**src/sv/aleg_pkg.sv**
```systemverilog
// Shared types, constants and index helper for the associated Legendre table.
package aleg_pkg;

  localparam int unsigned MaxOrder = 7;
  localparam int unsigned DivSteps = 7;

  localparam logic [47:0] OneQ29  = 48'h0000_2000_0000;
  localparam logic [47:0] SatHi   = 48'h7FFF_FFFF_FFFF;
  localparam logic [47:0] SatLo   = 48'h8000_0000_0000;
  localparam logic [79:0] RoundQ30 = 80'h0000_0000_0000_2000_0000;

  typedef struct packed {
    logic signed [31:0] cos_value;
    logic signed [31:0] sin_value;
  } in_t;

  typedef struct packed {
    logic signed [47:0] coefficient;
    logic [5:0]         coeff_index;
    logic               last;
  } out_t;

  // Controller to datapath commands.
  typedef struct packed {
    logic       load_in;
    logic       re;
    logic [5:0] raddr;
    logic       we;
    logic [5:0] waddr;
    logic       wr_one;
    logic       cap_p1;
    logic       mul_lo;
    logic       mul_hi;
    logic       scale;
    logic       comb;
    logic       dinit;
    logic       dstep;
    logic       use_sin;
    logic       negate;
    logic [3:0] f;
    logic [3:0] g;
    logic [2:0] d;
    logic       out_load;
    logic [5:0] out_index;
    logic       out_last;
  } cmd_t;

  typedef struct packed {
    logic out_free;
  } status_t;

  // Table position n*(n+1)+m.
  function automatic logic [5:0] idx_f(input logic [2:0] n, input logic [2:0] m);
    logic [5:0] nn;
    nn = {3'b000, n};
    return nn * (nn + 6'd1) + {3'b000, m};
  endfunction

endpackage

```
**src/sv/aleg_ctrl.sv**
```systemverilog
// Controller: sequences seeding, recurrence entries, division steps and output reads.
module aleg_ctrl (
  input  logic              clk_i,
  input  logic              rst_ni,
  input  logic              in_valid_i,
  output logic              in_stall_o,
  input  logic              cfg_we_i,
  input  logic [2:0]        cfg_data_i,
  input  aleg_pkg::status_t status_i,
  output aleg_pkg::cmd_t    cmd_o
);

  typedef enum logic [11:0] {
    S_IDLE  = 12'b0000_0000_0001,
    S_SEED  = 12'b0000_0000_0010,
    S_RD1   = 12'b0000_0000_0100,
    S_RD2   = 12'b0000_0000_1000,
    S_MUL1  = 12'b0000_0001_0000,
    S_MUL2  = 12'b0000_0010_0000,
    S_SCALE = 12'b0000_0100_0000,
    S_COMB  = 12'b0000_1000_0000,
    S_DINIT = 12'b0001_0000_0000,
    S_DIV   = 12'b0010_0000_0000,
    S_WR    = 12'b0100_0000_0000,
    S_ORD   = 12'b1000_0000_0000
  } state_e;

  state_e     state_q, state_d;
  logic       oload_q, oload_d;   // output load cycle follows a read
  logic [2:0] order_q;
  logic [2:0] lim_q, lim_d;
  logic       phase_q, phase_d;   // 0: diagonal pair, 1: three-term recurrence
  logic       sub_q, sub_d;
  logic [2:0] n_q, n_d;
  logic [2:0] m_q, m_d;
  logic [2:0] cnt_q, cnt_d;
  logic [5:0] k_q, k_d;
  logic [2:0] on_q, on_d;
  logic signed [3:0] om_q, om_d;

  logic       accept;
  logic       is_last;
  logic [2:0] om_abs;
  logic [2:0] nm1;
  logic [2:0] tm;

  assign accept  = state_q == S_IDLE && !oload_q && in_valid_i;
  assign nm1     = n_q - 3'd1;
  assign tm      = phase_q ? m_q : (sub_q ? nm1 : n_q);
  assign om_abs  = om_q[3] ? 3'(-om_q) : om_q[2:0];
  assign is_last = on_q == lim_q && om_q == $signed({1'b0, lim_q});

  always_ff @(posedge clk_i or negedge rst_ni) begin
    if (!rst_ni) begin
      order_q <= 3'd1;
    end else if (cfg_we_i) begin
      order_q <= cfg_data_i;
    end
  end

  always_comb begin
    state_d = state_q;
    oload_d = 1'b0;
    lim_d   = lim_q;
    phase_d = phase_q;
    sub_d   = sub_q;
    n_d     = n_q;
    m_d     = m_q;
    cnt_d   = cnt_q;
    k_d     = k_q;
    on_d    = on_q;
    om_d    = om_q;
    cmd_o   = '0;

    cmd_o.use_sin = !phase_q && !sub_q;
    cmd_o.negate  = !phase_q && !sub_q;
    cmd_o.f       = {n_q, 1'b0} - 4'd1;
    cmd_o.g       = phase_q ? ({1'b0, n_q} + {1'b0, m_q} - 4'd1) : 4'd0;
    cmd_o.d       = phase_q ? (n_q - m_q) : 3'd1;
    cmd_o.waddr   = aleg_pkg::idx_f(n_q, tm);
    cmd_o.out_index = k_q;
    cmd_o.out_last  = is_last;

    if (oload_q) begin
      // Read data waits in the memory register until the output register frees.
      if (status_i.out_free) begin
        cmd_o.out_load = 1'b1;
        if (is_last) begin
          state_d = S_IDLE;
        end else begin
          k_d = k_q + 6'd1;
          if (om_q == $signed({1'b0, on_q})) begin
            on_d = on_q + 3'd1;
            om_d = -$signed({1'b0, on_q + 3'd1});
          end else begin
            om_d = om_q + 4'sd1;
          end
          state_d = S_ORD;
        end
      end else begin
        oload_d = 1'b1;
      end
    end else begin
      case (state_q)
        S_IDLE: begin
          if (in_valid_i) begin
            cmd_o.load_in = 1'b1;
            lim_d   = (32'(order_q) > aleg_pkg::MaxOrder) ?
                      3'(aleg_pkg::MaxOrder) : order_q;
            state_d = S_SEED;
          end
        end
        S_SEED: begin
          cmd_o.we     = 1'b1;
          cmd_o.waddr  = 6'd0;
          cmd_o.wr_one = 1'b1;
          phase_d = 1'b0;
          sub_d   = 1'b0;
          n_d     = 3'd1;
          k_d     = '0;
          on_d    = '0;
          om_d    = '0;
          state_d = (lim_q == 3'd0) ? S_ORD : S_RD1;
        end
        S_RD1: begin
          cmd_o.re    = 1'b1;
          cmd_o.raddr = phase_q ? aleg_pkg::idx_f(nm1, m_q) : aleg_pkg::idx_f(nm1, nm1);
          state_d = S_RD2;
        end
        S_RD2: begin
          cmd_o.re     = 1'b1;
          cmd_o.raddr  = phase_q ? aleg_pkg::idx_f(n_q - 3'd2, m_q) : 6'd0;
          cmd_o.cap_p1 = 1'b1;
          state_d = S_MUL1;
        end
        S_MUL1: begin
          cmd_o.mul_lo = 1'b1;
          state_d = S_MUL2;
        end
        S_MUL2: begin
          cmd_o.mul_hi = 1'b1;
          state_d = S_SCALE;
        end
        S_SCALE: begin
          cmd_o.scale = 1'b1;
          state_d = S_COMB;
        end
        S_COMB: begin
          cmd_o.comb = 1'b1;
          state_d = S_DINIT;
        end
        S_DINIT: begin
          cmd_o.dinit = 1'b1;
          cnt_d   = '0;
          state_d = S_DIV;
        end
        S_DIV: begin
          cmd_o.dstep = 1'b1;
          cnt_d = cnt_q + 3'd1;
          if (32'(cnt_q) == aleg_pkg::DivSteps - 1) state_d = S_WR;
        end
        S_WR: begin
          cmd_o.we = 1'b1;
          state_d  = S_RD1;
          if (!phase_q) begin
            if (!sub_q) begin
              sub_d = 1'b1;
            end else if (n_q != lim_q) begin
              sub_d = 1'b0;
              n_d   = n_q + 3'd1;
            end else if (lim_q >= 3'd2) begin
              phase_d = 1'b1;
              n_d     = 3'd2;
              m_d     = 3'd0;
            end else begin
              state_d = S_ORD;
            end
          end else begin
            if (m_q != n_q - 3'd2) begin
              m_d = m_q + 3'd1;
            end else if (n_q != lim_q) begin
              n_d = n_q + 3'd1;
              m_d = 3'd0;
            end else begin
              state_d = S_ORD;
            end
          end
        end
        S_ORD: begin
          cmd_o.re    = 1'b1;
          cmd_o.raddr = aleg_pkg::idx_f(on_q, om_abs);
          oload_d     = 1'b1;
          state_d     = S_ORD;
        end
        default: state_d = S_IDLE;
      endcase
    end
  end

  always_ff @(posedge clk_i or negedge rst_ni) begin
    if (!rst_ni) begin
      state_q <= S_IDLE;
      oload_q <= 1'b0;
      lim_q   <= '0;
      phase_q <= 1'b0;
      sub_q   <= 1'b0;
      n_q     <= '0;
      m_q     <= '0;
      cnt_q   <= '0;
      k_q     <= '0;
      on_q    <= '0;
      om_q    <= '0;
    end else begin
      state_q <= state_d;
      oload_q <= oload_d;
      lim_q   <= lim_d;
      phase_q <= phase_d;
      sub_q   <= sub_d;
      n_q     <= n_d;
      m_q     <= m_d;
      cnt_q   <= cnt_d;
      k_q     <= k_d;
      on_q    <= on_d;
      om_q    <= om_d;
    end
  end

  assign in_stall_o = state_q != S_IDLE || oload_q;

  a_accept_seed: assert property (@(posedge clk_i) disable iff (!rst_ni)
    accept |=> state_q == S_SEED)
    else $error("accepted transfer did not start seeding");
  a_div_len: assert property (@(posedge clk_i) disable iff (!rst_ni)
    (state_q == S_DIV && !oload_q && cnt_q == 3'(aleg_pkg::DivSteps - 1)) |=> state_q == S_WR)
    else $error("divider step count wrong");
  a_load_free: assert property (@(posedge clk_i) disable iff (!rst_ni)
    cmd_o.out_load |-> status_i.out_free)
    else $error("output register overwritten");
  a_last_idle: assert property (@(posedge clk_i) disable iff (!rst_ni)
    (cmd_o.out_load && cmd_o.out_last) |=> (state_q == S_IDLE && !oload_q))
    else $error("run did not end after last transfer");

endmodule

```
**config.mk**
```make
export PLATFORM = sky130hd
export DESIGN_NAME = aleg_ctrl
export DESIGN_NICKNAME = d
export VERILOG_FILES = /design/src/sv/aleg_pkg.sv /design/src/sv/aleg_ctrl.sv
export SDC_FILE = /design/constraint.sdc
export NUM_CORES = 1
export LEC_CHECK = 0
export BUFFER_PORTS_ARGS = -buffer_cell sky130_fd_sc_hd__buf_4
export CAP_MARGIN = 5
export CORE_UTILIZATION = 54
export DETAILED_ROUTE_END_ITERATION = 16
export PLACE_DENSITY = 0.83
export SYNTH_ARGS = -nofsm -noshare
export SYNTH_HDL_FRONTEND = slang
export SYNTH_SLANG_ARGS = --single-unit
```
**constraint.sdc**
```tcl
create_clock -name clk_i -period 6.2 [get_ports clk_i]
set_clock_uncertainty 0.2 [all_clocks]
set_input_delay 1.86 -clock clk_i [delete_from_list [all_inputs] [get_ports clk_i]]
set_output_delay 1.86 -clock clk_i [all_outputs]
set_load 0.1 [all_outputs]
```
# After elaboration in Yosys (flattened, before gate mapping)
# Index checks and enable logic that the tools add are counted.
[op_classes] n_addsub=23 mul=4 order_cmp=1 n_eq_ne=31 mux=75 bitwise_logic=1 n_reduce_logical=21
[op_table] op="$mux 12" n=12
[op_table] op="$pmux 12 s12" n=1
[op_table] op="$mux 3" n=21
[op_table] op="$mux 6" n=6
[op_table] op="$add 6x3->6" n=5
[op_table] op="$mul 3x4->6" n=4
[op_table] op="$mux 4" n=6
[op_table] op="$mux 23" n=1
[op_table] op="$mux 1" n=22
[op_table] op="$pmux 7 s3" n=1
[op_table] op="$ne 3x3->1 const B" n=6
[op_table] op="$add 3x1->4 const B" n=4
[op_table] op="$add 3x1->3 const B" n=4
[op_table] op="$eq 12x1->1 const B" n=1
[op_table] op="$eq 12x10->1 const B" n=1
[op_table] op="$eq 12x11->1 const B" n=1
[op_table] op="$eq 12x12->1 const B" n=1
[op_table] op="$eq 12x2->1 const B" n=1
[op_table] op="$eq 12x3->1 const B" n=1
[op_table] op="$eq 12x4->1 const B" n=1
[op_table] op="$eq 12x5->1 const B" n=1
[op_table] op="$eq 12x6->1 const B" n=1
[op_table] op="$eq 12x7->1 const B" n=1
[op_table] op="$eq 12x8->1 const B" n=1
[op_table] op="other kinds (33)" n=52
[word_totals] ff_bits=43 inputBits=8 output_inout_bits=45 word_cells=168

# Longest topological paths before layout
# Gate-level depths: netlist of the first run.
[logic_depth] depth_word=7 mapped_depth=18 ltp_nobuf=16

# Least setup slack after synthesis of the first run
# Ideal clock, no wire load.
[synth_timing] kind="reg2out" start="reg n_q[0]" end="out cmd_o[40] (netlist name)" arrival_ps=6924 required_ps=4140 path_slack_ps=-2784 path_stages_with_launch=19 n_path_buf=2 cell_sequence="dfrtp_1 -> clkbuf_1 -> buf_1 -> inv_1 -> ha_1 -> inv_1 -> ha_1 -> inv_1 -> ha_1 -> or2_2 -> fa_1 -> inv_1 -> ha_1 -> ha_1 -> a21oi_1 -> or4_1 -> nand3_1 -> nand3b_1 -> a21oi_1"
[synth_lines] item="start, declared" line="aleg_ctrl.sv:34" rtl="logic [2:0] n_q, n_d;"
[synth_lines] item="start signal, assigned" line="aleg_ctrl.sv:219" rtl="n_q <= n_d;"
[synth_lines] item="end, declared" line="aleg_ctrl.sv:10" rtl="output aleg_pkg::cmd_t cmd_o"

==> results of run 1 <==
## routing by layer
layer | GRT usage, % | wire [um] | up-vias | part of all wire (%)
met3 | 2.50 | 647 | 19 | 5.7
met5 | 0 | 0 | - | 0
li1 | - | - | 1961 | -
met4 | 8.08 | 211 | 0 | 1.9
met1 | 35.3 | 4760 | 1970 | 42
met2 | 47.5 | 5750 | 161 | 51
## synth_stat cells, types with 4 or more instances
| master | instances | share of area [%] |
|---|---|---|
| sky130_fd_sc_hd__nand4_1 | 8 | 1.1 |
| sky130_fd_sc_hd__a22oi_1 | 4 | 0.65 |
| sky130_fd_sc_hd__nor2b_1 | 6 | 0.81 |
| sky130_fd_sc_hd__nor4_1 | 7 | 0.95 |
| sky130_fd_sc_hd__o22ai_1 | 6 | 0.81 |
| sky130_fd_sc_hd__o21ai_0 | 24 | 2.6 |
| sky130_fd_sc_hd__mux2_2 | 8 | 1.9 |
| sky130_fd_sc_hd__fa_1 | 17 | 7.4 |
| sky130_fd_sc_hd__a21o_1 | 8 | 1.3 |
| sky130_fd_sc_hd__nor3_1 | 15 | 1.6 |
| sky130_fd_sc_hd__xor2_1 | 9 | 1.7 |
| sky130_fd_sc_hd__nand2_1 | 41 | 3.3 |
| sky130_fd_sc_hd__xnor2_1 | 22 | 4.2 |
| sky130_fd_sc_hd__buf_2 | 4 | 0.43 |
| sky130_fd_sc_hd__nand3_1 | 16 | 1.7 |
| sky130_fd_sc_hd__clkbuf_1 | 19 | 1.5 |
| sky130_fd_sc_hd__and2_1 | 5 | 0.68 |
| sky130_fd_sc_hd__a21oi_1 | 17 | 1.8 |
| sky130_fd_sc_hd__or3_1 | 9 | 1.2 |
| sky130_fd_sc_hd__inv_1 | 56 | 4.5 |
| sky130_fd_sc_hd__nand3b_1 | 4 | 0.65 |
| sky130_fd_sc_hd__ha_1 | 56 | 15 |
| sky130_fd_sc_hd__dfrtp_1 | 41 | 22 |
| sky130_fd_sc_hd__o31ai_1 | 4 | 0.65 |
| sky130_fd_sc_hd__and3_1 | 7 | 0.95 |
| sky130_fd_sc_hd__nand2b_1 | 9 | 1.2 |
| sky130_fd_sc_hd__nor2_1 | 44 | 3.6 |
| sky130_fd_sc_hd__mux2i_1 | 6 | 1.3 |
## kinds of logic after synthesis
group	after synthesis	share of synthesized area [%]
adders and majority gates	73	22.5
other	1	0.0811
muxes	14	3.25
and+or+nand+nor	197	23.0
buffers and inverters	87	7.74
AOI/OAI and AO/OA	93	13.7
xor gates and xnor gates	32	6.36
DFF	43	23.3
## critical path, stage by stage, from the launching register on
cell                         delay (ns)
sky130_fd_sc_hd__dfrtp_1           0.42
sky130_fd_sc_hd__clkinvlp_4        0.10
sky130_fd_sc_hd__ha_4              0.14
sky130_fd_sc_hd__inv_4             0.05
sky130_fd_sc_hd__ha_4              0.29
sky130_fd_sc_hd__clkinvlp_4        0.11
sky130_fd_sc_hd__ha_4              0.24
sky130_fd_sc_hd__or2_4             0.22
sky130_fd_sc_hd__fa_1              0.49
sky130_fd_sc_hd__inv_2             0.05
sky130_fd_sc_hd__ha_4              0.22
sky130_fd_sc_hd__fa_2              0.35
sky130_fd_sc_hd__xor2_1            0.16
sky130_fd_sc_hd__nor3_2            0.17
sky130_fd_sc_hd__xnor3_1           0.26
sky130_fd_sc_hd__a22oi_2           0.21
sky130_fd_sc_hd__a21oi_4           0.08
sky130_fd_sc_hd__buf_12            0.20
## power breakdown
part / switching [W] / total [W] / internal, W / leakage [nW]
Combinational: 0.00128 / 0.00196 / 0.000674 / 1.95
Sequential: 0.000138 / 0.000486 / 0.000347 / 0.562
Clock: 0.000100 / 0.000179 / 0.0000789 / 0.0412
Total: 0.00152 / 0.00262 / 0.00110 / 2.56
## metrics by stage
step	setup TNS, ns	instances
after CTS	0	687
after global routing	-0.0648	689
after global placement	0	676
after detailed placement	0	676
after floorplan	-3.97	540
final	0	689
## repair_timing
action | CTS | global route
setup buffers | 3 | 2
setup endpoints to repair | 3 | 3
resized for setup | 8 | 10
pin swaps | 6 | 7
## final cells by class
type,count,area [um^2],area share [%]
clock buffers,6,72.6,1.34
inverters,57,224,4.14
well taps,105,131,2.43
multi-input cells,410,3360,62.0
repair buffers,66,536,9.89
flip-flops and latches,43,1080,19.9
clock inverters,2,12.5,0.231
## worst paths after layout
| path | start | endpoint | slack [ns] | cells past startpoint |
|---|---|---|---|---|
| min | order_q[2] | order_q[2] | 0.31 | 1 |
| max in group asynchronous | rst_ni | n_q[2] | 4.05 | 1 |
| min in group asynchronous | rst_ni | om_q[2] | 1.35 | 1 |
| max | n_q[0] | cmd_o[41] | 0.08 | 17 |
| min reg2reg | order_q[2] | order_q[2] | 0.31 | 1 |
| max reg2reg | state_q[8] | om_q[3] | 2.87 | 5 |
## registers in the layout, summed over array words and instances, names as in the netlist
name     flops
on_q         3
om_q         4
lim_q        3
oload_q      1
n_q          3
sub_q        1
cnt_q        3
phase_q      1
order_q      3
k_q          6
state_q     12
m_q          3
## layout by cell type (no fill, tap or decap), types with 8 or more instances in the layout
cell                       instances
sky130_fd_sc_hd__dfrtp_1          40
sky130_fd_sc_hd__buf_4            61
sky130_fd_sc_hd__fa_1             15
sky130_fd_sc_hd__mux2_2            8
sky130_fd_sc_hd__xor2_1            9
sky130_fd_sc_hd__a21o_1            8
sky130_fd_sc_hd__nor2_1           39
sky130_fd_sc_hd__xnor2_1          21
sky130_fd_sc_hd__nor3_1           14
sky130_fd_sc_hd__nand2b_1          8
sky130_fd_sc_hd__o21ai_0          24
sky130_fd_sc_hd__nand2_1          41
sky130_fd_sc_hd__nand3_1          16
sky130_fd_sc_hd__a21oi_1          15
sky130_fd_sc_hd__or3_1             9
sky130_fd_sc_hd__inv_1            50
sky130_fd_sc_hd__ha_1             48
sky130_fd_sc_hd__nand4_1           8
==> flow_summary.html, run 1 <==
<table>
<tr><th>Metric</th><th>Value</th></tr>
<tr><th colspan="2">Cells and area</th></tr>
<tr><td>Layout cells sized above 1</td><td>approximately 22%</td></tr>
<tr><td>Number of nets at the end of the flow</td><td>664</td></tr>
<tr><td>Area added between synthesis and finish</td><td>17.1%</td></tr>
<tr><td>Antenna fix cells</td><td>0</td></tr>
<tr><td>Filler Cells Inserted</td><td>683</td></tr>
<tr><td>Finished Cell Area</td><td>5410 um^2</td></tr>
<tr><td>Share of the core filled with cells in the final layout</td><td>65.5%</td></tr>
<tr><th colspan="2">Clocking</th></tr>
<tr><td>Clock network latency to the later pin of the worst-skew pair</td><td>0.30 ns</td></tr>
<tr><td>Largest buffer count on any clock path</td><td>2</td></tr>
<tr><td>Clock tree from TritonCTS</td><td>done</td></tr>
<tr><td>CTS root buf</td><td>sky130_fd_sc_hd__clkbuf_8</td></tr>
<tr><td>H-Tree Level Count</td><td>2</td></tr>
<tr><td>Hold buffers post-CTS</td><td>0</td></tr>
<tr><td>Reg clk slew, reported paths</td><td>approximately 0.08 ns</td></tr>
<tr><td>Number of sinks driven by the clock tree</td><td>43</td></tr>
<tr><td>Number of CTS-inserted buffers</td><td>5</td></tr>
<tr><th colspan="2">Setup path</th></tr>
<tr><td>Arrival time at the worst endpoint</td><td>4.06 ns</td></tr>
<tr><td>Path type of the worst setup path</td><td>register to primary output</td></tr>
<tr><td>Biggest fanout along the worst timing path</td><td>3</td></tr>
<tr><td>Data required time at the worst endpoint</td><td>4.14 ns</td></tr>
<tr><td>Critical Path Start Type</td><td>register</td></tr>
<tr><td>CP endpoint kind</td><td>primary output</td></tr>
<tr><th colspan="2">Floorplanning</th></tr>
<tr><td>Area of the die</td><td>8940 um^2</td></tr>
<tr><td>CORE AREA</td><td>slightly above 8000 um^2</td></tr>
<tr><td>Effective utilization at floorplan</td><td>a little under three fifths</td></tr>
<tr><td>Std cell rows</td><td>33</td></tr>
<tr><td>Ports placed on the boundary</td><td>53</td></tr>
<tr><td>Die X-Extent</td><td>94.5 um</td></tr>
<tr><td>Die Span Y</td><td>94.5 um</td></tr>
<tr><th colspan="2">STA</th></tr>
<tr><td>Hold Vio Cnt, Final</td><td>0</td></tr>
<tr><td>Setup WS post-layout</td><td>0.0809 ns</td></tr>
<tr><td>Post-Route Hold Slack</td><td>0.306 ns</td></tr>
<tr><td>Achievable clock frequency</td><td>approximately 160 MHz</td></tr>
<tr><td>RSZ-0062 raised after global routing</td><td>true</td></tr>
<tr><td>Worst-margin pin slew</td><td>between 1 and 1.5 ns</td></tr>
<tr><td>Post-route clock period utilization</td><td>98.7%</td></tr>
<tr><td>Worst slew margin relative to its limit</td><td>around a quarter</td></tr>
<tr><td>Final worst path period need</td><td>6.12 ns</td></tr>
<tr><td>Number of pins exceeding their max-slew limit in the final report</td><td>0</td></tr>
<tr><td>Final count of negative-setup-slack endpoints</td><td>0</td></tr>
<tr><th colspan="2">Yosys</th></tr>
<tr><td>Post-Syn Nets</td><td>~620</td></tr>
<tr><td>Number of flops mapped to enable cells by yosys</td><td>0</td></tr>
<tr><td>Asr flop ratio synth</td><td>100%</td></tr>
<tr><td>Commonest register cell after synthesis</td><td>sky130_fd_sc_hd__dfrtp_1</td></tr>
<tr><td>Gate count after technology mapping</td><td>540</td></tr>
<tr><td>Register area share after synthesis</td><td>about a quarter</td></tr>
<tr><td>Number of warning messages in the yosys log</td><td>0</td></tr>
<tr><td>Number of distinct library cells after synthesis</td><td>69</td></tr>
<tr><td>Register bit total from synthesis</td><td>between 40 and 50</td></tr>
<tr><td>Synthesized cell area</td><td>4620 um^2</td></tr>
<tr><td>Mean Syn Cell Area</td><td>8.56 um^2</td></tr>
<tr><th colspan="2">Power and ir drop</th></tr>
<tr><td>PwrDens</td><td>between 400 and 500 nW/um^2</td></tr>
<tr><td>Standby leakage power</td><td>between 2 and 3 nW</td></tr>
<tr><td>Worst ir drop on vdd</td><td>between 0.0003 and 0.0004 V</td></tr>
<tr><td>Power, Total</td><td>0.00262 W</td></tr>
<tr><th colspan="2">Placed design</th></tr>
<tr><td>Final weighted congestion of routability-driven global placement</td><td>0.871</td></tr>
<tr><td>Final HPWL DP</td><td>between 8 and 9 mm</td></tr>
<tr><td>IO buf count</td><td>approximately 50</td></tr>
<tr><td>Worst slack after detailed placement</td><td>0.173 ns</td></tr>
<tr><td>Post-DP Area</td><td>approximately 5200 um^2</td></tr>
<tr><th colspan="2">Drt</th></tr>
<tr><td>Detail-routed via count per cell</td><td>slightly below 6</td></tr>
<tr><td>Wire length after detailed routing</td><td>11.4 mm</td></tr>
<tr><td>Routed wirelength normalized by instance count</td><td>16.5 um</td></tr>
<tr><td>First-pass detailed-route iteration total</td><td>7</td></tr>
<tr><td>First DRT Iteration DRCs</td><td>272</td></tr>
<tr><td>Antenna viol nets, final</td><td>0</td></tr>
<tr><td># DRC</td><td>0</td></tr>
<tr><td>Vias post-DR</td><td>between 4,000 and 5,000</td></tr>
<tr><th colspan="2">GRT</th></tr>
<tr><td>Total GRT Usage</td><td>27.1%</td></tr>
<tr><td>Antenna violations before repair</td><td>0</td></tr>
<tr><td>Pin count of the biggest net entering global routing</td><td>44</td></tr>
<tr><td>Overflow left after global routing</td><td>0</td></tr>
<tr><td>Number of global-route vias before repair</td><td>about 4,100</td></tr>
<tr><td>Global-route wire length before repair</td><td>19.2 mm</td></tr>
<tr><th colspan="2">Hold path</th></tr>
<tr><td>Worst Hold Class</td><td>register to register</td></tr>
<tr><th colspan="2">Run</th></tr>
<tr><td>Max-capacitance violation count</td><td>0</td></tr>
<tr><th colspan="2">Status</th></tr>
<tr><td>Status</td><td>completed</td></tr>
</table>
Note: power is estimated with default switching activity, not from simulation.
==> run 2, diff against run 1 <==
--- a/config.mk
+++ b/config.mk
@@ -5,9 +5,10 @@
 export SDC_FILE = /design/constraint.sdc
 export NUM_CORES = 1
 export LEC_CHECK = 0
+export ABC_AREA = 1
 export BUFFER_PORTS_ARGS = -buffer_cell sky130_fd_sc_hd__buf_4
 export CAP_MARGIN = 5
-export CORE_UTILIZATION = 54
+export CORE_UTILIZATION = 55
 export DETAILED_ROUTE_END_ITERATION = 16
 export PLACE_DENSITY = 0.83
 export SYNTH_ARGS = -nofsm -noshare
==> constraint.sdc (replaced) <==
create_clock -name clk_i -period 6.2 [get_ports clk_i]
set_clock_uncertainty 0.2 [all_clocks]
set_input_delay 1.86 -clock clk_i [delete_from_list [all_inputs] [get_ports clk_i]]
set_output_delay 1.86 -clock clk_i [all_outputs]
set_load 0.02 [all_outputs]
==> flow_summary.html, run 2 <==
<table>
<tr><th>Metric</th><th>Value</th></tr>
<tr><th colspan="2">GRT</th></tr>
<tr><td>Number of global-route vias before repair</td><td>4,360 (was 4,115)</td></tr>
<tr><td>Pin count of the biggest net entering global routing</td><td>44 (unchanged)</td></tr>
<tr><td>Overflow left after global routing</td><td>0 (unchanged)</td></tr>
<tr><td>Antenna violations before repair</td><td>0 (unchanged)</td></tr>
<tr><td>Global-route wire length before repair</td><td>18.9 mm (was 19.2 mm)</td></tr>
<tr><td>Total GRT Usage</td><td>26.0% (was 27.1%)</td></tr>
<tr><th colspan="2">Clocking</th></tr>
<tr><td>Clock network latency to the later pin of the worst-skew pair</td><td>0.30 ns (about the same)</td></tr>
<tr><td>H-Tree Level Count</td><td>2 (unchanged)</td></tr>
<tr><td>Number of CTS-inserted buffers</td><td>5 (unchanged)</td></tr>
<tr><td>Clock tree from TritonCTS</td><td>done (unchanged)</td></tr>
<tr><td>CTS root buf</td><td>sky130_fd_sc_hd__clkbuf_8 (unchanged)</td></tr>
<tr><td>Number of sinks driven by the clock tree</td><td>43 (unchanged)</td></tr>
<tr><td>Reg clk slew, reported paths</td><td>0.09 ns (was 0.08 ns)</td></tr>
<tr><td>Largest buffer count on any clock path</td><td>2 (unchanged)</td></tr>
<tr><th colspan="2">Floorplanning</th></tr>
<tr><td>Effective utilization at floorplan</td><td>58.0% (was 56.0%)</td></tr>
<tr><td>Die X-Extent</td><td>96 um (was 94.5 um)</td></tr>
<tr><td>Die Span Y</td><td>96 um (was 94.5 um)</td></tr>
<tr><td>CORE AREA</td><td>8380 um^2 (was 8260 um^2)</td></tr>
<tr><td>Ports placed on the boundary</td><td>53 (unchanged)</td></tr>
<tr><td>Area of the die</td><td>9220 um^2 (was 8940 um^2)</td></tr>
<tr><td>Std cell rows</td><td>33 (unchanged)</td></tr>
<tr><th colspan="2">Drt</th></tr>
<tr><td>Antenna viol nets, final</td><td>0 (unchanged)</td></tr>
<tr><td>First DRT Iteration DRCs</td><td>315 (was 272)</td></tr>
<tr><td>Wire length after detailed routing</td><td>11.2 mm (was 11.4 mm)</td></tr>
<tr><td>Vias post-DR</td><td>4,523 (was 4,111)</td></tr>
<tr><td>First-pass detailed-route iteration total</td><td>6 (was 7)</td></tr>
<tr><td>Detail-routed via count per cell</td><td>5.28 (was 5.97)</td></tr>
<tr><td>Routed wirelength normalized by instance count</td><td>13.0 um (was 16.5 um)</td></tr>
<tr><td># DRC</td><td>0 (unchanged)</td></tr>
<tr><th colspan="2">Setup path</th></tr>
<tr><td>Arrival time at the worst endpoint</td><td>3.96 ns (was 4.06 ns)</td></tr>
<tr><td>Register-to-register path setup slack</td><td>3.90 ns (was 2.87 ns)</td></tr>
<tr><td>Data required time at the worst endpoint</td><td>4.14 ns (about the same)</td></tr>
<tr><td>CP endpoint kind</td><td>primary output (unchanged)</td></tr>
<tr><td>Worst path max stage delay</td><td>0.48 ns (was 0.49 ns)</td></tr>
<tr><td>Biggest fanout along the worst timing path</td><td>7 (was 3)</td></tr>
<tr><td>Slowest-stage cell, CP</td><td>sky130_fd_sc_hd__fa_1 (unchanged)</td></tr>
<tr><td>Critical Path Start Type</td><td>register (unchanged)</td></tr>
<tr><td>Worst path cell trace</td><td>inv_2 &gt; buf_8 &gt; ha_1 &gt; inv_2 &gt; ha_4 &gt; inv_1 &gt; ha_1 &gt; inv_1 &gt; nand2_1 &gt; fa_1 &gt; inv_1 &gt; ha_1 &gt; ha_1 &gt; a21oi_2 &gt; nor2_2 &gt; nand2_1 &gt; nand2_1 &gt; nand2_1 &gt; nand3_1 &gt; a21oi_1 &gt; buf_4 (was clkinvlp_4 &gt; ha_4 &gt; inv_4 &gt; ha_4 &gt; clkinvlp_4 &gt; ha_4 &gt; or2_4 &gt; fa_1 &gt; inv_2 &gt; ha_4 &gt; fa_2 &gt; xor2_1 &gt; nor3_2 &gt; xnor3_1 &gt; a22oi_2 &gt; a21oi_4 &gt; buf_12)</td></tr>
<tr><td>Path type of the worst setup path</td><td>register to primary output (unchanged)</td></tr>
<tr><th colspan="2">STA</th></tr>
<tr><td>Worst-margin pin slew</td><td>0.547 ns (was 1.12 ns)</td></tr>
<tr><td>Final worst path period need</td><td>6.02 ns (was 6.12 ns)</td></tr>
<tr><td>Hold Vio Cnt, Final</td><td>0 (unchanged)</td></tr>
<tr><td>Number of pins exceeding their max-slew limit in the final report</td><td>0 (unchanged)</td></tr>
<tr><td>Achievable clock frequency</td><td>166 MHz (was 163 MHz)</td></tr>
<tr><td>Setup WS post-layout</td><td>0.178 ns (was 0.0809 ns)</td></tr>
<tr><td>Final count of negative-setup-slack endpoints</td><td>0 (unchanged)</td></tr>
<tr><td>Post-route clock period utilization</td><td>97.1% (was 98.7%)</td></tr>
<tr><td>Post-Route Hold Slack</td><td>0.303 ns (was 0.306 ns)</td></tr>
<tr><td>Worst slew margin relative to its limit</td><td>63.5% (was 25.5%)</td></tr>
<tr><td>Final total negative setup slack</td><td>0 ns (unchanged)</td></tr>
<tr><th colspan="2">Cells and area</th></tr>
<tr><td>Filler Cells Inserted</td><td>751 (was 683)</td></tr>
<tr><td>Finished Cell Area</td><td>5480 um^2 (was 5410 um^2)</td></tr>
<tr><td>Total area of sequential cells</td><td>1080 um^2 (about the same)</td></tr>
<tr><td>Multi-input logic area</td><td>3260 um^2 (was 3360 um^2)</td></tr>
<tr><td>Layout cells sized above 1</td><td>15.2% (was 22.3%)</td></tr>
<tr><td>Area added between synthesis and finish</td><td>12.8% (was 17.1%)</td></tr>
<tr><td>Most frequent cells in the layout</td><td>sky130_fd_sc_hd__nand2_1 (184), sky130_fd_sc_hd__inv_1 (115), sky130_fd_sc_hd__nor2_1 (83) (was sky130_fd_sc_hd__buf_4 (61), sky130_fd_sc_hd__inv_1 (50), sky130_fd_sc_hd__ha_1 (48))</td></tr>
<tr><td>Number of nets at the end of the flow</td><td>832 (was 664)</td></tr>
<tr><td>Antenna fix cells</td><td>0 (unchanged)</td></tr>
<tr><td>Largest register FFs</td><td>12 (unchanged)</td></tr>
<tr><td>Reg with most FFs</td><td>state_q (unchanged)</td></tr>
<tr><td>Largest registers</td><td>state_q (12), k_q (6), om_q (4) (unchanged)</td></tr>
<tr><td>Most common cell after layout, fill and taps aside</td><td>sky130_fd_sc_hd__nand2_1 (was sky130_fd_sc_hd__buf_4)</td></tr>
<tr><th colspan="2">Power and ir drop</th></tr>
<tr><td>Switching part of the total power</td><td>54.1% (was 58.0%)</td></tr>
<tr><td>Worst ir drop on vdd</td><td>0.000212 V (was 0.000313 V)</td></tr>
<tr><td>Combinational power share</td><td>70.1% (was 74.6%)</td></tr>
<tr><td>Total internal power</td><td>0.000887 W (was 0.00110 W)</td></tr>
<tr><td>Power, Total</td><td>0.00193 W (was 0.00262 W)</td></tr>
<tr><td>Clock share of power</td><td>9.5% (was 6.8%)</td></tr>
<tr><td>PwrDens</td><td>352 nW/um^2 (was 484 nW/um^2)</td></tr>
<tr><td>Power dissipated by switching net loads</td><td>0.00105 W (was 0.00152 W)</td></tr>
<tr><td>Standby leakage power</td><td>3.08 nW (was 2.56 nW)</td></tr>
<tr><td>Proportion of power drawn by flip-flops and latches</td><td>20.4% (was 18.5%)</td></tr>
<tr><th colspan="2">Yosys</th></tr>
<tr><td>Biggest area contributors in the synthesized netlist</td><td>sky130_fd_sc_hd__dfrtp_1 (21%), sky130_fd_sc_hd__ha_1 (14%), sky130_fd_sc_hd__nand2_1 (14%) (was sky130_fd_sc_hd__dfrtp_1 (22%), sky130_fd_sc_hd__ha_1 (15%), sky130_fd_sc_hd__fa_1 (7.4%))</td></tr>
<tr><td>Register bit total from synthesis</td><td>43 (unchanged)</td></tr>
<tr><td>Commonest register cell after synthesis</td><td>sky130_fd_sc_hd__dfrtp_1 (unchanged)</td></tr>
<tr><td>Cell type with the highest aggregate area in the netlist</td><td>sky130_fd_sc_hd__dfrtp_1 (unchanged)</td></tr>
<tr><td>Number of warning messages in the yosys log</td><td>0 (unchanged)</td></tr>
<tr><td>Post-Syn Nets</td><td>779 (was 621)</td></tr>
<tr><td>Library cell with the highest instance count after synthesis</td><td>sky130_fd_sc_hd__nand2_1</td></tr>
<tr><td>Synthesized cell area</td><td>4860 um^2 (was 4620 um^2)</td></tr>
<tr><td>Number of flops mapped to enable cells by yosys</td><td>0 (unchanged)</td></tr>
<tr><td>Proportion of netlist area held by the largest area contributor</td><td>21.1% (was 22.2%)</td></tr>
<tr><td>Most frequent cells after synthesis</td><td>sky130_fd_sc_hd__nand2_1 (184), sky130_fd_sc_hd__inv_1 (117), sky130_fd_sc_hd__nor2_1 (84) (was sky130_fd_sc_hd__ha_1 (56), sky130_fd_sc_hd__inv_1 (56), sky130_fd_sc_hd__nor2_1 (44))</td></tr>
<tr><td>Register area share after synthesis</td><td>22.2% (was 23.3%)</td></tr>
<tr><td>Gate count after technology mapping</td><td>698 (was 540)</td></tr>
<tr><td>Mean Syn Cell Area</td><td>6.96 um^2 (was 8.56 um^2)</td></tr>
<tr><td>Asr flop ratio synth</td><td>100% (unchanged)</td></tr>
<tr><td>Number of distinct library cells after synthesis</td><td>46 (was 69)</td></tr>
<tr><th colspan="2">Status</th></tr>
<tr><td>Status</td><td>completed (unchanged)</td></tr>
<tr><th colspan="2">Placed design</th></tr>
<tr><td>Final weighted congestion of routability-driven global placement</td><td>0.890 (was 0.871)</td></tr>
<tr><td>IO buf count</td><td>51 (unchanged)</td></tr>
<tr><td>Post-DP Area</td><td>5330 um^2 (was 5210 um^2)</td></tr>
<tr><td>Final HPWL DP</td><td>8.84 mm (was 8.77 mm)</td></tr>
<tr><td>Worst slack after detailed placement</td><td>0.373 ns (was 0.173 ns)</td></tr>
<tr><th colspan="2">Run</th></tr>
<tr><td>Max-capacitance violation count</td><td>0 (unchanged)</td></tr>
<tr><th colspan="2">Hold path</th></tr>
<tr><td>Worst Hold Class</td><td>register to register (unchanged)</td></tr>
</table>
## run 2: logic make-up after synthesis
kind of cell | after synthesis | synth area share [%]
AND/OR/NAND/NOR | 347 | 31.8
buffers and inverters | 137 | 11.4
AO/OA/AOI/OAI | 74 | 9.01
adder cells (fa/ha/maj) | 73 | 21.4
flip-flops | 43 | 22.2
XOR/XNOR | 23 | 4.15
other | 1 | 0.0772
## run 2: power groups by stage
stage / registers, W / logic, W / clock network [W]
2_1_floorplan: 0.000380 / 0.00100 / 0
3_3_place_gp: 0.000393 / 0.00127 / 0
3_5_place_dp: 0.000397 / 0.00132 / 0
4_1_cts: 0.000392 / 0.00133 / 0.000186
5_1_grt: 0.000404 / 0.00154 / 0.000194
6_report: 0.000395 / 0.00135 / 0.000183
## run 2: layer usage
metal / GRT usage, % / share of wire (%)
met4: 8.96 / 1.7
met2: 45.8 / 49
met3: 3.16 / 5.5
met5: 0 / 0
met1: 32.7 / 44
## run 2: critical path: cells and delay by family, from the launching register on
family | cells | cell delay (ns)
adder cells (fa/ha/maj) | 6 | 1.81
flip-flops | 1 | 0.41
AO/OA/AOI/OAI | 2 | 0.35
buffers and inverters | 7 | 0.65
AND/OR/NAND/NOR | 6 | 0.42
## run 2: stage by stage
step | std cells | utilization, %
floorplan | 698 | -
global placement | 846 | 63.6
detailed placement | 846 | 63.6
CTS | 854 | 64.6
global route | 857 | 65.4
finish | 857 | 65.4
## run 2: layout make-up
class	instances	share of cell area, %
clock inverters	2	0.228
well taps	105	2.40
clock buffers	6	1.32
inverters	123	8.44
flip-flops and latches	43	19.7
multi-input cells	518	59.5
repair buffers	60	8.35
## run 2: worst paths after layout
kind	cells after the start	end	from
setup / recovery	21	cmd_o[40]	n_q[1]
hold / removal	2	order_q[0]	order_q[0]
setup reg to reg	10	n_q[0]	n_q[0]
hold reg to reg	2	order_q[0]	order_q[0]
max in group asynchronous	1	on_q[0]	rst_ni
min in group asynchronous	1	state_q[4]	rst_ni
## run 2: timing repair
action	in CTS	in global routing
endpoints found under the setup margin	0	3
gates resized for setup	0	13
hold buffers	0	0
buffers inserted	0	3
